### src/rtl/bbc_pkg.sv
// Shared types and constants for the bracket balance checker.
package bbc_pkg;

    localparam int STACK_DEPTH_DEF = 32;
    localparam int CHAR_W          = 8;
    localparam int KIND_W          = 2;
    localparam int ERR_W           = 3;
    localparam int DEPTH_OUT_W     = 6;
    localparam int Q_DEPTH         = 2;

    localparam logic [ERR_W-1:0] ERR_NONE     = 3'd0;
    localparam logic [ERR_W-1:0] ERR_MISMATCH = 3'd1;
    localparam logic [ERR_W-1:0] ERR_EMPTY    = 3'd2;
    localparam logic [ERR_W-1:0] ERR_OVERFLOW = 3'd3;
    localparam logic [ERR_W-1:0] ERR_UNCLOSED = 3'd4;

    typedef enum logic [1:0] {
        OP_NONE,
        OP_PUSH,
        OP_POP
    } t_op;

    typedef struct packed {
        t_op               op;
        logic [KIND_W-1:0] kind;
        logic              last;
    } t_req;

endpackage

### src/rtl/bbc_ram.sv
// Generic single-port-write, single-port-read RAM with registered read data.
module bbc_ram #(
    parameter int WIDTH = 2,
    parameter int DEPTH = 32
) (
    input  logic                     i_clk,
    input  logic                     i_we,
    input  logic [$clog2(DEPTH)-1:0] i_waddr,
    input  logic [WIDTH-1:0]         i_wdata,
    input  logic [$clog2(DEPTH)-1:0] i_raddr,
    output logic [WIDTH-1:0]         o_rdata
);

    logic [WIDTH-1:0] r_mem [DEPTH];
    logic [WIDTH-1:0] r_rdata;

    always_ff @(posedge i_clk) begin
        if (i_we) begin
            r_mem[i_waddr] <= i_wdata;
        end
        r_rdata <= r_mem[i_raddr];
    end

    assign o_rdata = r_rdata;

endmodule

### src/rtl/bbc_front.sv
// Front end: accept characters, classify them into stack requests and register them.
module bbc_front (
    input  logic                       i_clk,
    input  logic                       i_rst_n,
    input  logic                       i_in_valid,
    output logic                       o_in_ready,
    input  logic [bbc_pkg::CHAR_W-1:0] i_char_in,
    input  logic                       i_last_char,
    output logic                       o_req_valid,
    input  logic                       i_req_ready,
    output bbc_pkg::t_req              o_req
);

    localparam logic [bbc_pkg::CHAR_W-1:0] CH_OPEN_RND  = 8'h28;
    localparam logic [bbc_pkg::CHAR_W-1:0] CH_CLOSE_RND = 8'h29;
    localparam logic [bbc_pkg::CHAR_W-1:0] CH_OPEN_SQR  = 8'h5B;
    localparam logic [bbc_pkg::CHAR_W-1:0] CH_CLOSE_SQR = 8'h5D;
    localparam logic [bbc_pkg::CHAR_W-1:0] CH_OPEN_CRL  = 8'h7B;
    localparam logic [bbc_pkg::CHAR_W-1:0] CH_CLOSE_CRL = 8'h7D;

    localparam logic [bbc_pkg::KIND_W-1:0] KIND_RND = 2'd0;
    localparam logic [bbc_pkg::KIND_W-1:0] KIND_SQR = 2'd1;
    localparam logic [bbc_pkg::KIND_W-1:0] KIND_CRL = 2'd2;

    bbc_pkg::t_req c_req;
    logic          r_valid;
    bbc_pkg::t_req r_req;
    logic          accept;

    always_comb begin
        c_req.last = i_last_char;
        case (i_char_in)
            CH_OPEN_RND: begin
                c_req.op   = bbc_pkg::OP_PUSH;
                c_req.kind = KIND_RND;
            end
            CH_OPEN_SQR: begin
                c_req.op   = bbc_pkg::OP_PUSH;
                c_req.kind = KIND_SQR;
            end
            CH_OPEN_CRL: begin
                c_req.op   = bbc_pkg::OP_PUSH;
                c_req.kind = KIND_CRL;
            end
            CH_CLOSE_RND: begin
                c_req.op   = bbc_pkg::OP_POP;
                c_req.kind = KIND_RND;
            end
            CH_CLOSE_SQR: begin
                c_req.op   = bbc_pkg::OP_POP;
                c_req.kind = KIND_SQR;
            end
            CH_CLOSE_CRL: begin
                c_req.op   = bbc_pkg::OP_POP;
                c_req.kind = KIND_CRL;
            end
            default: begin
                c_req.op   = bbc_pkg::OP_NONE;
                c_req.kind = KIND_RND;
            end
        endcase
    end

    assign o_in_ready = !r_valid || i_req_ready;
    assign accept     = i_in_valid && o_in_ready;

    // drop requests that neither touch the stack nor end a string
    always_ff @(posedge i_clk) begin
        if (!i_rst_n) begin
            r_valid <= 1'b0;
        end else if (o_in_ready) begin
            r_valid <= accept && (c_req.op != bbc_pkg::OP_NONE || c_req.last);
        end
        if (accept) begin
            r_req <= c_req;
        end
    end

    assign o_req_valid = r_valid;
    assign o_req       = r_req;

endmodule

### src/rtl/bbc_queue.sv
// Short request queue between the front end and the stack engine.
module bbc_queue (
    input  logic          i_clk,
    input  logic          i_rst_n,
    input  logic          i_wr_valid,
    output logic          o_wr_ready,
    input  bbc_pkg::t_req i_wr_req,
    output logic          o_rd_valid,
    input  logic          i_rd_ready,
    output bbc_pkg::t_req o_rd_req
);

    localparam int PTR_W = $clog2(bbc_pkg::Q_DEPTH);
    localparam int CNT_W = $clog2(bbc_pkg::Q_DEPTH + 1);

    bbc_pkg::t_req    r_mem [bbc_pkg::Q_DEPTH];
    logic [PTR_W-1:0] r_wp;
    logic [PTR_W-1:0] r_rp;
    logic [CNT_W-1:0] r_cnt;
    logic             push;
    logic             pop;

    assign o_wr_ready = r_cnt != CNT_W'(bbc_pkg::Q_DEPTH);
    assign o_rd_valid = r_cnt != '0;
    assign push       = i_wr_valid && o_wr_ready;
    assign pop        = o_rd_valid && i_rd_ready;
    assign o_rd_req   = r_mem[r_rp];

    always_ff @(posedge i_clk) begin
        if (!i_rst_n) begin
            r_wp  <= '0;
            r_rp  <= '0;
            r_cnt <= '0;
        end else begin
            if (push) begin
                r_wp <= (r_wp == PTR_W'(bbc_pkg::Q_DEPTH - 1)) ? '0 : r_wp + PTR_W'(1);
            end
            if (pop) begin
                r_rp <= (r_rp == PTR_W'(bbc_pkg::Q_DEPTH - 1)) ? '0 : r_rp + PTR_W'(1);
            end
            if (push && !pop) begin
                r_cnt <= r_cnt + CNT_W'(1);
            end else if (pop && !push) begin
                r_cnt <= r_cnt - CNT_W'(1);
            end
        end
        if (push) begin
            r_mem[r_wp] <= i_wr_req;
        end
    end

endmodule

### src/rtl/bbc_back.sv
// Stack engine: carry out push and pop requests, track errors, register the verdict.
module bbc_back #(
    parameter int STACK_DEPTH = bbc_pkg::STACK_DEPTH_DEF
) (
    input  logic                            i_clk,
    input  logic                            i_rst_n,
    input  logic                            i_req_valid,
    output logic                            o_req_ready,
    input  bbc_pkg::t_req                   i_req,
    output logic                            o_out_valid,
    input  logic                            i_out_ready,
    output logic                            o_balanced,
    output logic [bbc_pkg::ERR_W-1:0]       o_error_kind,
    output logic [bbc_pkg::DEPTH_OUT_W-1:0] o_final_depth
);

    localparam int ADDR_W = $clog2(STACK_DEPTH);
    localparam int CNT_W  = $clog2(STACK_DEPTH + 1);

    logic [CNT_W-1:0]                r_count;
    logic [CNT_W-1:0]                n_count;
    logic [bbc_pkg::KIND_W-1:0]      r_top;
    logic [bbc_pkg::KIND_W-1:0]      n_top;
    logic [bbc_pkg::ERR_W-1:0]       r_err;
    logic [bbc_pkg::ERR_W-1:0]       n_err;
    logic [bbc_pkg::ERR_W-1:0]       fin_err;
    logic [CNT_W-1:0]                rd_cnt;
    logic [bbc_pkg::KIND_W-1:0]      below_top;
    logic                            take;
    logic                            we;
    logic                            r_out_valid;
    logic                            r_balanced;
    logic [bbc_pkg::ERR_W-1:0]       r_error_kind;
    logic [bbc_pkg::DEPTH_OUT_W-1:0] r_final_depth;

    assign take = i_req_valid && (!i_req.last || !r_out_valid || i_out_ready);
    assign o_req_ready = take;

    always_comb begin
        n_count = r_count;
        n_top   = r_top;
        n_err   = r_err;
        we      = 1'b0;
        fin_err = bbc_pkg::ERR_NONE;
        if (take) begin
            if (r_err == bbc_pkg::ERR_NONE) begin
                case (i_req.op)
                    bbc_pkg::OP_PUSH: begin
                        if (r_count == CNT_W'(STACK_DEPTH)) begin
                            n_err = bbc_pkg::ERR_OVERFLOW;
                        end else begin
                            we      = 1'b1;
                            n_count = r_count + CNT_W'(1);
                            n_top   = i_req.kind;
                        end
                    end
                    bbc_pkg::OP_POP: begin
                        if (r_count == '0) begin
                            n_err = bbc_pkg::ERR_EMPTY;
                        end else if (r_top != i_req.kind) begin
                            n_err = bbc_pkg::ERR_MISMATCH;
                        end else begin
                            n_count = r_count - CNT_W'(1);
                            n_top   = below_top;
                        end
                    end
                    default: begin
                    end
                endcase
            end
            fin_err = n_err;
            if (n_err == bbc_pkg::ERR_NONE && n_count != '0) begin
                fin_err = bbc_pkg::ERR_UNCLOSED;
            end
        end
    end

    // prefetch the entry under the next top of stack
    assign rd_cnt = n_count - CNT_W'(2);

    bbc_ram #(
        .WIDTH (bbc_pkg::KIND_W),
        .DEPTH (STACK_DEPTH)
    ) u_stack (
        .i_clk   (i_clk),
        .i_we    (we),
        .i_waddr (r_count[ADDR_W-1:0]),
        .i_wdata (i_req.kind),
        .i_raddr (rd_cnt[ADDR_W-1:0]),
        .o_rdata (below_top)
    );

    always_ff @(posedge i_clk) begin
        if (!i_rst_n) begin
            r_count     <= '0;
            r_err       <= bbc_pkg::ERR_NONE;
            r_out_valid <= 1'b0;
        end else begin
            if (take && i_req.last) begin
                r_count     <= '0;
                r_err       <= bbc_pkg::ERR_NONE;
                r_out_valid <= 1'b1;
            end else begin
                r_count <= n_count;
                r_err   <= n_err;
                if (i_out_ready) begin
                    r_out_valid <= 1'b0;
                end
            end
        end
        r_top <= n_top;
        if (take && i_req.last) begin
            r_balanced    <= fin_err == bbc_pkg::ERR_NONE;
            r_error_kind  <= fin_err;
            r_final_depth <= bbc_pkg::DEPTH_OUT_W'(n_count);
        end
    end

    assign o_out_valid   = r_out_valid;
    assign o_balanced    = r_balanced;
    assign o_error_kind  = r_error_kind;
    assign o_final_depth = r_final_depth;

endmodule

### src/rtl/bracket_balance_checker_unit.sv
// Top level of the bracket balance checker.
//
// Input channel: one character byte per request (i_char_in) with i_last_char
// marking the final character of a string; accepted when i_in_valid and
// o_in_ready are both high. Output channel: one verdict per string
// (o_balanced, o_error_kind, o_final_depth), taken when o_out_valid and
// i_out_ready are both high.
// Throughput: one character per cycle while the receiver takes verdicts, set
// by the stack engine, which keeps the top of stack in a register and
// prefetches the entry below it from the stack RAM each cycle, so push and
// pop never wait on a RAM read. The last character of a string passes the
// front register and the queue before its verdict enters the output register.
// Bracket requests pass through a two-entry queue; characters that are not
// brackets and do not end a string are dropped at the front end.
// When the receiver stalls, the verdict holds in the output register and the
// engine keeps working until the next end of string reaches it; the queue
// and front register then fill and o_in_ready falls.
// Reset (synchronous, active low) empties the queue, the stack and the
// sticky error, and drops any pending verdict. No clearing pass is needed.
module bracket_balance_checker_unit #(
    parameter int STACK_DEPTH = bbc_pkg::STACK_DEPTH_DEF
) (
    input  logic                            i_clk,
    input  logic                            i_rst_n,
    input  logic                            i_in_valid,
    output logic                            o_in_ready,
    input  logic [bbc_pkg::CHAR_W-1:0]      i_char_in,
    input  logic                            i_last_char,
    output logic                            o_out_valid,
    input  logic                            i_out_ready,
    output logic                            o_balanced,
    output logic [bbc_pkg::ERR_W-1:0]       o_error_kind,
    output logic [bbc_pkg::DEPTH_OUT_W-1:0] o_final_depth
);

    logic          f_valid;
    logic          f_ready;
    bbc_pkg::t_req f_req;
    logic          q_valid;
    logic          q_ready;
    bbc_pkg::t_req q_req;

    bbc_front u_front (
        .i_clk       (i_clk),
        .i_rst_n     (i_rst_n),
        .i_in_valid  (i_in_valid),
        .o_in_ready  (o_in_ready),
        .i_char_in   (i_char_in),
        .i_last_char (i_last_char),
        .o_req_valid (f_valid),
        .i_req_ready (f_ready),
        .o_req       (f_req)
    );

    bbc_queue u_queue (
        .i_clk      (i_clk),
        .i_rst_n    (i_rst_n),
        .i_wr_valid (f_valid),
        .o_wr_ready (f_ready),
        .i_wr_req   (f_req),
        .o_rd_valid (q_valid),
        .i_rd_ready (q_ready),
        .o_rd_req   (q_req)
    );

    bbc_back #(
        .STACK_DEPTH (STACK_DEPTH)
    ) u_back (
        .i_clk         (i_clk),
        .i_rst_n       (i_rst_n),
        .i_req_valid   (q_valid),
        .o_req_ready   (q_ready),
        .i_req         (q_req),
        .o_out_valid   (o_out_valid),
        .i_out_ready   (i_out_ready),
        .o_balanced    (o_balanced),
        .o_error_kind  (o_error_kind),
        .o_final_depth (o_final_depth)
    );

    a_balanced_clean: assert property (@(posedge i_clk) disable iff (!i_rst_n)
        o_out_valid && o_balanced |->
            o_error_kind == bbc_pkg::ERR_NONE && o_final_depth == '0)
        else $error("balanced verdict carries an error or pending depth");

    a_unbalanced_has_error: assert property (@(posedge i_clk) disable iff (!i_rst_n)
        o_out_valid && !o_balanced |-> o_error_kind != bbc_pkg::ERR_NONE)
        else $error("unbalanced verdict without an error kind");

    a_error_code_range: assert property (@(posedge i_clk) disable iff (!i_rst_n)
        o_out_valid |-> o_error_kind <= bbc_pkg::ERR_UNCLOSED)
        else $error("error kind out of range");

    a_reset_clears_out: assert property (@(posedge i_clk)
        i_rst_n && $past(!i_rst_n) |-> !o_out_valid)
        else $error("verdict valid right after reset");

endmodule
### config.mk
export PLATFORM = sky130hd
export DESIGN_NAME = bracket_balance_checker_unit
export DESIGN_NICKNAME = d
export VERILOG_FILES = /design/src/rtl/bbc_pkg.sv /design/src/rtl/bbc_ram.sv /design/src/rtl/bbc_front.sv /design/src/rtl/bbc_queue.sv /design/src/rtl/bbc_back.sv /design/src/rtl/bracket_balance_checker_unit.sv
export SDC_FILE = /design/constraint.sdc
export NUM_CORES = 1
export LEC_CHECK = 0
export BUFFER_PORTS_ARGS = -buffer_cell sky130_fd_sc_hd__buf_2
export CAP_MARGIN = 10
export CELL_PAD_IN_SITES_DETAIL_PLACEMENT = 0
export CELL_PAD_IN_SITES_GLOBAL_PLACEMENT = 1
export CORE_MARGIN = 2
export CORE_UTILIZATION = 50
export CTS_BUF_LIST = sky130_fd_sc_hd__clkbuf_8
export CTS_CLUSTER_SIZE = 40
export DETAILED_ROUTE_END_ITERATION = 8
export PLACE_DENSITY = 0.82
export SLEW_MARGIN = 20
export SYNTH_ARGS = -nofsm -noshare
export SYNTH_HDL_FRONTEND = slang
export SYNTH_SLANG_ARGS = --single-unit
export TNS_END_PERCENT = 50
### constraint.sdc
create_clock -name i_clk -period 9.2 [get_ports i_clk]
set_clock_uncertainty 0.15 [all_clocks]
set_input_delay 0.46 -clock i_clk [delete_from_list [all_inputs] [get_ports i_clk]]
set_output_delay 0.46 -clock i_clk [all_outputs]
set_load 0.03 [all_outputs]
==> results.toml <==
[critical_path]
critical_path_peak_fanout = 8
ff_to_ff_end = "u_back.u_stack.o_rdata[1]$_DFF_P_"
startpoint_type = "register"
critical_path_class = "register to register"
critical_path_arrival_ns = 4.84
rr_worst_depth = 13
endpoint_kind = "register"
timing.critical_path.required_ns = 9.28
r2r_setup_slack_ns = 4.44

[routing]
route.vias.total = 3292
met2RoutedLength_um = 5250
routed_wl_um = 10500
highest_metal_layer_used_by_the_detailed_router = "met4"
detail_route.drc_violations = 0
detail_route.first_pass.iterations = 5
vias_per_cell = 5.78
met3_wirelength_um = 604
detail_route.iter0.violations = 212
wirelength_met1_um = 4380
drt-wirelength-per-cell_um = 18.5
route.antenna.remaining_nets = 0

[sta]
rsz0062_at_grt = "no"
fin_setup_tns_ns = 0
max_slew.worst_pin.slew_ns = 0.753
fmax_ghz = 0.210
final_critical_path_setup_slack_ns = 4.44
max_slew_headroom_at_the_worst_pin_pct = 49.4
final_max_slew_viol_count = 0
fin_crit_sh_pct = 51.8
setup-violations-final = 0
timing.final.hold_violations = 0
whs_ns = 0.122
fin_crit_ns = 4.76

[place]
gp_routability_congestion = 0.921
numPlacedInstances = 554
detailed_place_hpwl_um = 7650
buffer_ports.inserted = 24
placed_area_um2 = 5360
placement.setup.worst_slack_ns = 4.54

[logic_synthesis]
post_synth.cell_area_avg_um2 = 12.7
yosys_register_bits = 109
syn-cell-area_um2 = 5170
combinational_family_with_the_most_area_after_synthesis = "simple AND/OR/NAND/NOR gates"
synth-compound-area-share_pct = 9.64
synth.area.top_cells = "edfxtp_1 53%, dfxtp_1 7.0%, mux2i_1 6.4%"
synthXorXnorAreaFrac_pct = 2.54
synthDominantAreaCellType = "edfxtp_1"
synth_sequential_area_ratio_pct = 59.9
synth.net_count = 427
synth-edff-count = 91
synth.top_cells.by_count = "91 x edfxtp_1, 61 x nor2_1, 33 x mux2i_1"
share_of_synthesized_flip_flops_with_an_asynchronous_set_or_reset_pct = 0
synthFlopType = "edfxtp_1"
yosys_warnings = 0
synth_cell_types = 66
synth_top_cell_area_share_pct = 52.9
synth_mux_area_share_pct = 10.2
postSynthCellCount = 406
yosys.area_share.adder_pct = 1.94
synthMostInstantiatedCell = "edfxtp_1"
synth-simple-area-share_pct = 12.2

[grt]
grt_antenna_before_repair = 0
grt_pass1_vias = 3210
first_pass_grt_wire_length_um = 17000
largest_net_degree_at_the_start_of_global_routing = 36
total_global_routing_overflow = 0
grt_total_usage_pct = 20.3

[worst_hold_path]
min_delay_worst_endpoint = "u_front.o_req[0]$_DFFE_PP_"
min_from = "i_last_char"
min_delay_path_depth = 1
min_path_type = "primary input to register"

[clock_network]
tritoncts = "built"
clk_latency_ns = 0.38
postCtsResizedCells = 0
clkTransAtPathRegs_ns = 0.10
tritoncts.num_buffers = 9
tritoncts_sinks = 109
cts_post_setup_buffers_inserted = 0
clock_tree.buffer_depth = 2
clockRootBuffer = "clkbuf_8"
holdBufCountCts = 0
h-tree-depth = 3

[pwr]
cellInternalPower_mw = 0.825
irDropWorstVdd_uv = 132
register_share_of_total_power_pct = 49.9
p_leak_nw = 2.06
clock_power_share_pct = 24.7
p_sw_mw = 0.395
power_switching_share_pct = 32.4
combinationalPowerShare_pct = 25.4
cellPowerDensity_nw_per_um2 = 219

[finish]
final_area_um2 = 5570
layout.filler_cells = 885
diodes = 0
layout-area-overhead-vs-synth_pct = 7.72
num-nets-final = 450
stdcell_count = 570
post_route_cells_drive_above_1_share_pct = 15.4

[die]
num_io_pins = 25
initial_core_util_pct = 50.7
core.rowCount = 37
fp.dieArea_um2 = 11200
core_area_um2 = 10200
die_h_um = 106
fp.dieW_um = 106

[status]
result_of_the_run = "finished, final reports clean"

[flow_run]
max_cap_violations = 0
[worst max-delay path by stage]
stage,from,endpoint,slack [ns],cells past startpoint
6_report,register,u_back.u_stack.o_rdata[1]$_DFF_P_,4.44,13
4_1_cts,register,u_back.u_stack.o_rdata[1]$_DFF_P_,4.51,13
2_1_floorplan,register,u_back.u_stack.o_rdata[1]$_DFF_P_,5.04,15
5_1_grt,register,u_back.u_stack.o_rdata[1]$_DFF_P_,4.24,13
3_3_place_gp,register,u_back.u_stack.o_rdata[1]$_DFF_P_,4.66,13
3_5_place_dp,register,u_back.u_stack.o_rdata[1]$_DFF_P_,4.54,13
[cells by family after synthesis]
logic type / count (synthesis)
compound gates: 66
xor+xnor: 12
fa+ha+maj: 8
buf+inv: 34
flops: 109
mux: 45
simple gates: 132
[layout make-up]
| cell class | instances | area, um^2 | share of cell area (%) |
|---|---|---|---|
| clock buffers | 9 | 124 | 2.23 |
| clock inverters | 7 | 82.6 | 1.48 |
| inverters | 21 | 81.3 | 1.46 |
| multi-input cells | 263 | 1890 | 33.9 |
| flip-flops and latches | 109 | 3090 | 55.6 |
| well taps | 136 | 170 | 3.06 |
| repair buffers | 25 | 128 | 2.29 |
[worst max-delay path, stage by stage, from the launching register on]
cell	delay [ns]
dfxtp_1	0.48
mux2i_1	0.27
inv_1	0.06
ha_1	0.31
or4_4	0.46
a211oi_2	0.40
mux2_1	0.37
o311a_1	0.23
ha_1	0.43
clkinv_1	0.27
mux4_2	0.51
o221a_2	0.28
a221oi_1	0.31
a31oi_1	0.09
[registers in the layout, summed over array words and instances (netlist names), named ones only]
name and count:
u_back.r_count 6, u_queue.r_mem 10, u_back.u_stack.r_mem 64, u_back.r_err 3
u_queue.r_cnt 2, u_back.o_out_valid 1, u_front.o_req 5, u_back.u_stack.o_rdata 2
u_back.o_error_kind 3, u_front.o_req_valid 1, u_back.o_balanced 1, u_queue.r_wp 1
u_back.r_top 2, u_back.o_final_depth 6, u_queue.r_rp 1
[per-layer routing]
metal	global-route usage [%]	up-vias
met5	0	-
met4	10.4	0
met3	3.40	23
met2	33.6	133
met1	25.7	1579
li1	-	1557
[power groups by stage]
stage,clock network (mW),registers [mW],logic [mW]
floorplan,0,0.642,0.216
finish,0.301,0.608,0.311
global route,0.325,0.613,0.340
global placement,0,0.619,0.309
detailed placement,0,0.620,0.311
CTS,0.305,0.609,0.313
[layout by cell type (no fill, tap or decap), drive strengths merged, types with 3 or more instances in the layout]
cell type	Yosys	routed
clkbuf	4	9
mux2i	33	33
a21oi	14	14
edfxtp	91	91
nand2b	3	3
nand2	22	22
nor2b	3	3
nand3	12	12
mux4	5	5
nor3	8	8
and2	7	7
xor2	5	5
o21ai	12	12
or3	4	4
dfxtp	18	18
o21a	3	3
a22oi	3	3
nor4	3	3
xnor2	7	7
a31oi	5	5
ha	8	8
mux2	7	7
inv	20	23
buf	9	25
o31ai	6	6
a32oi	4	4
clkinv	1	3
nor2	62	62
[per-stage QoR]
step           util (%)  power (mW)
2_1_floorplan         -       0.859
3_3_place_gp       52.6       0.928
3_5_place_dp       52.6       0.931
4_1_cts            54.7        1.23
5_1_grt            54.7        1.28
6_report           54.7        1.22
No activity file was read; power rests on OpenSTA's default activity.
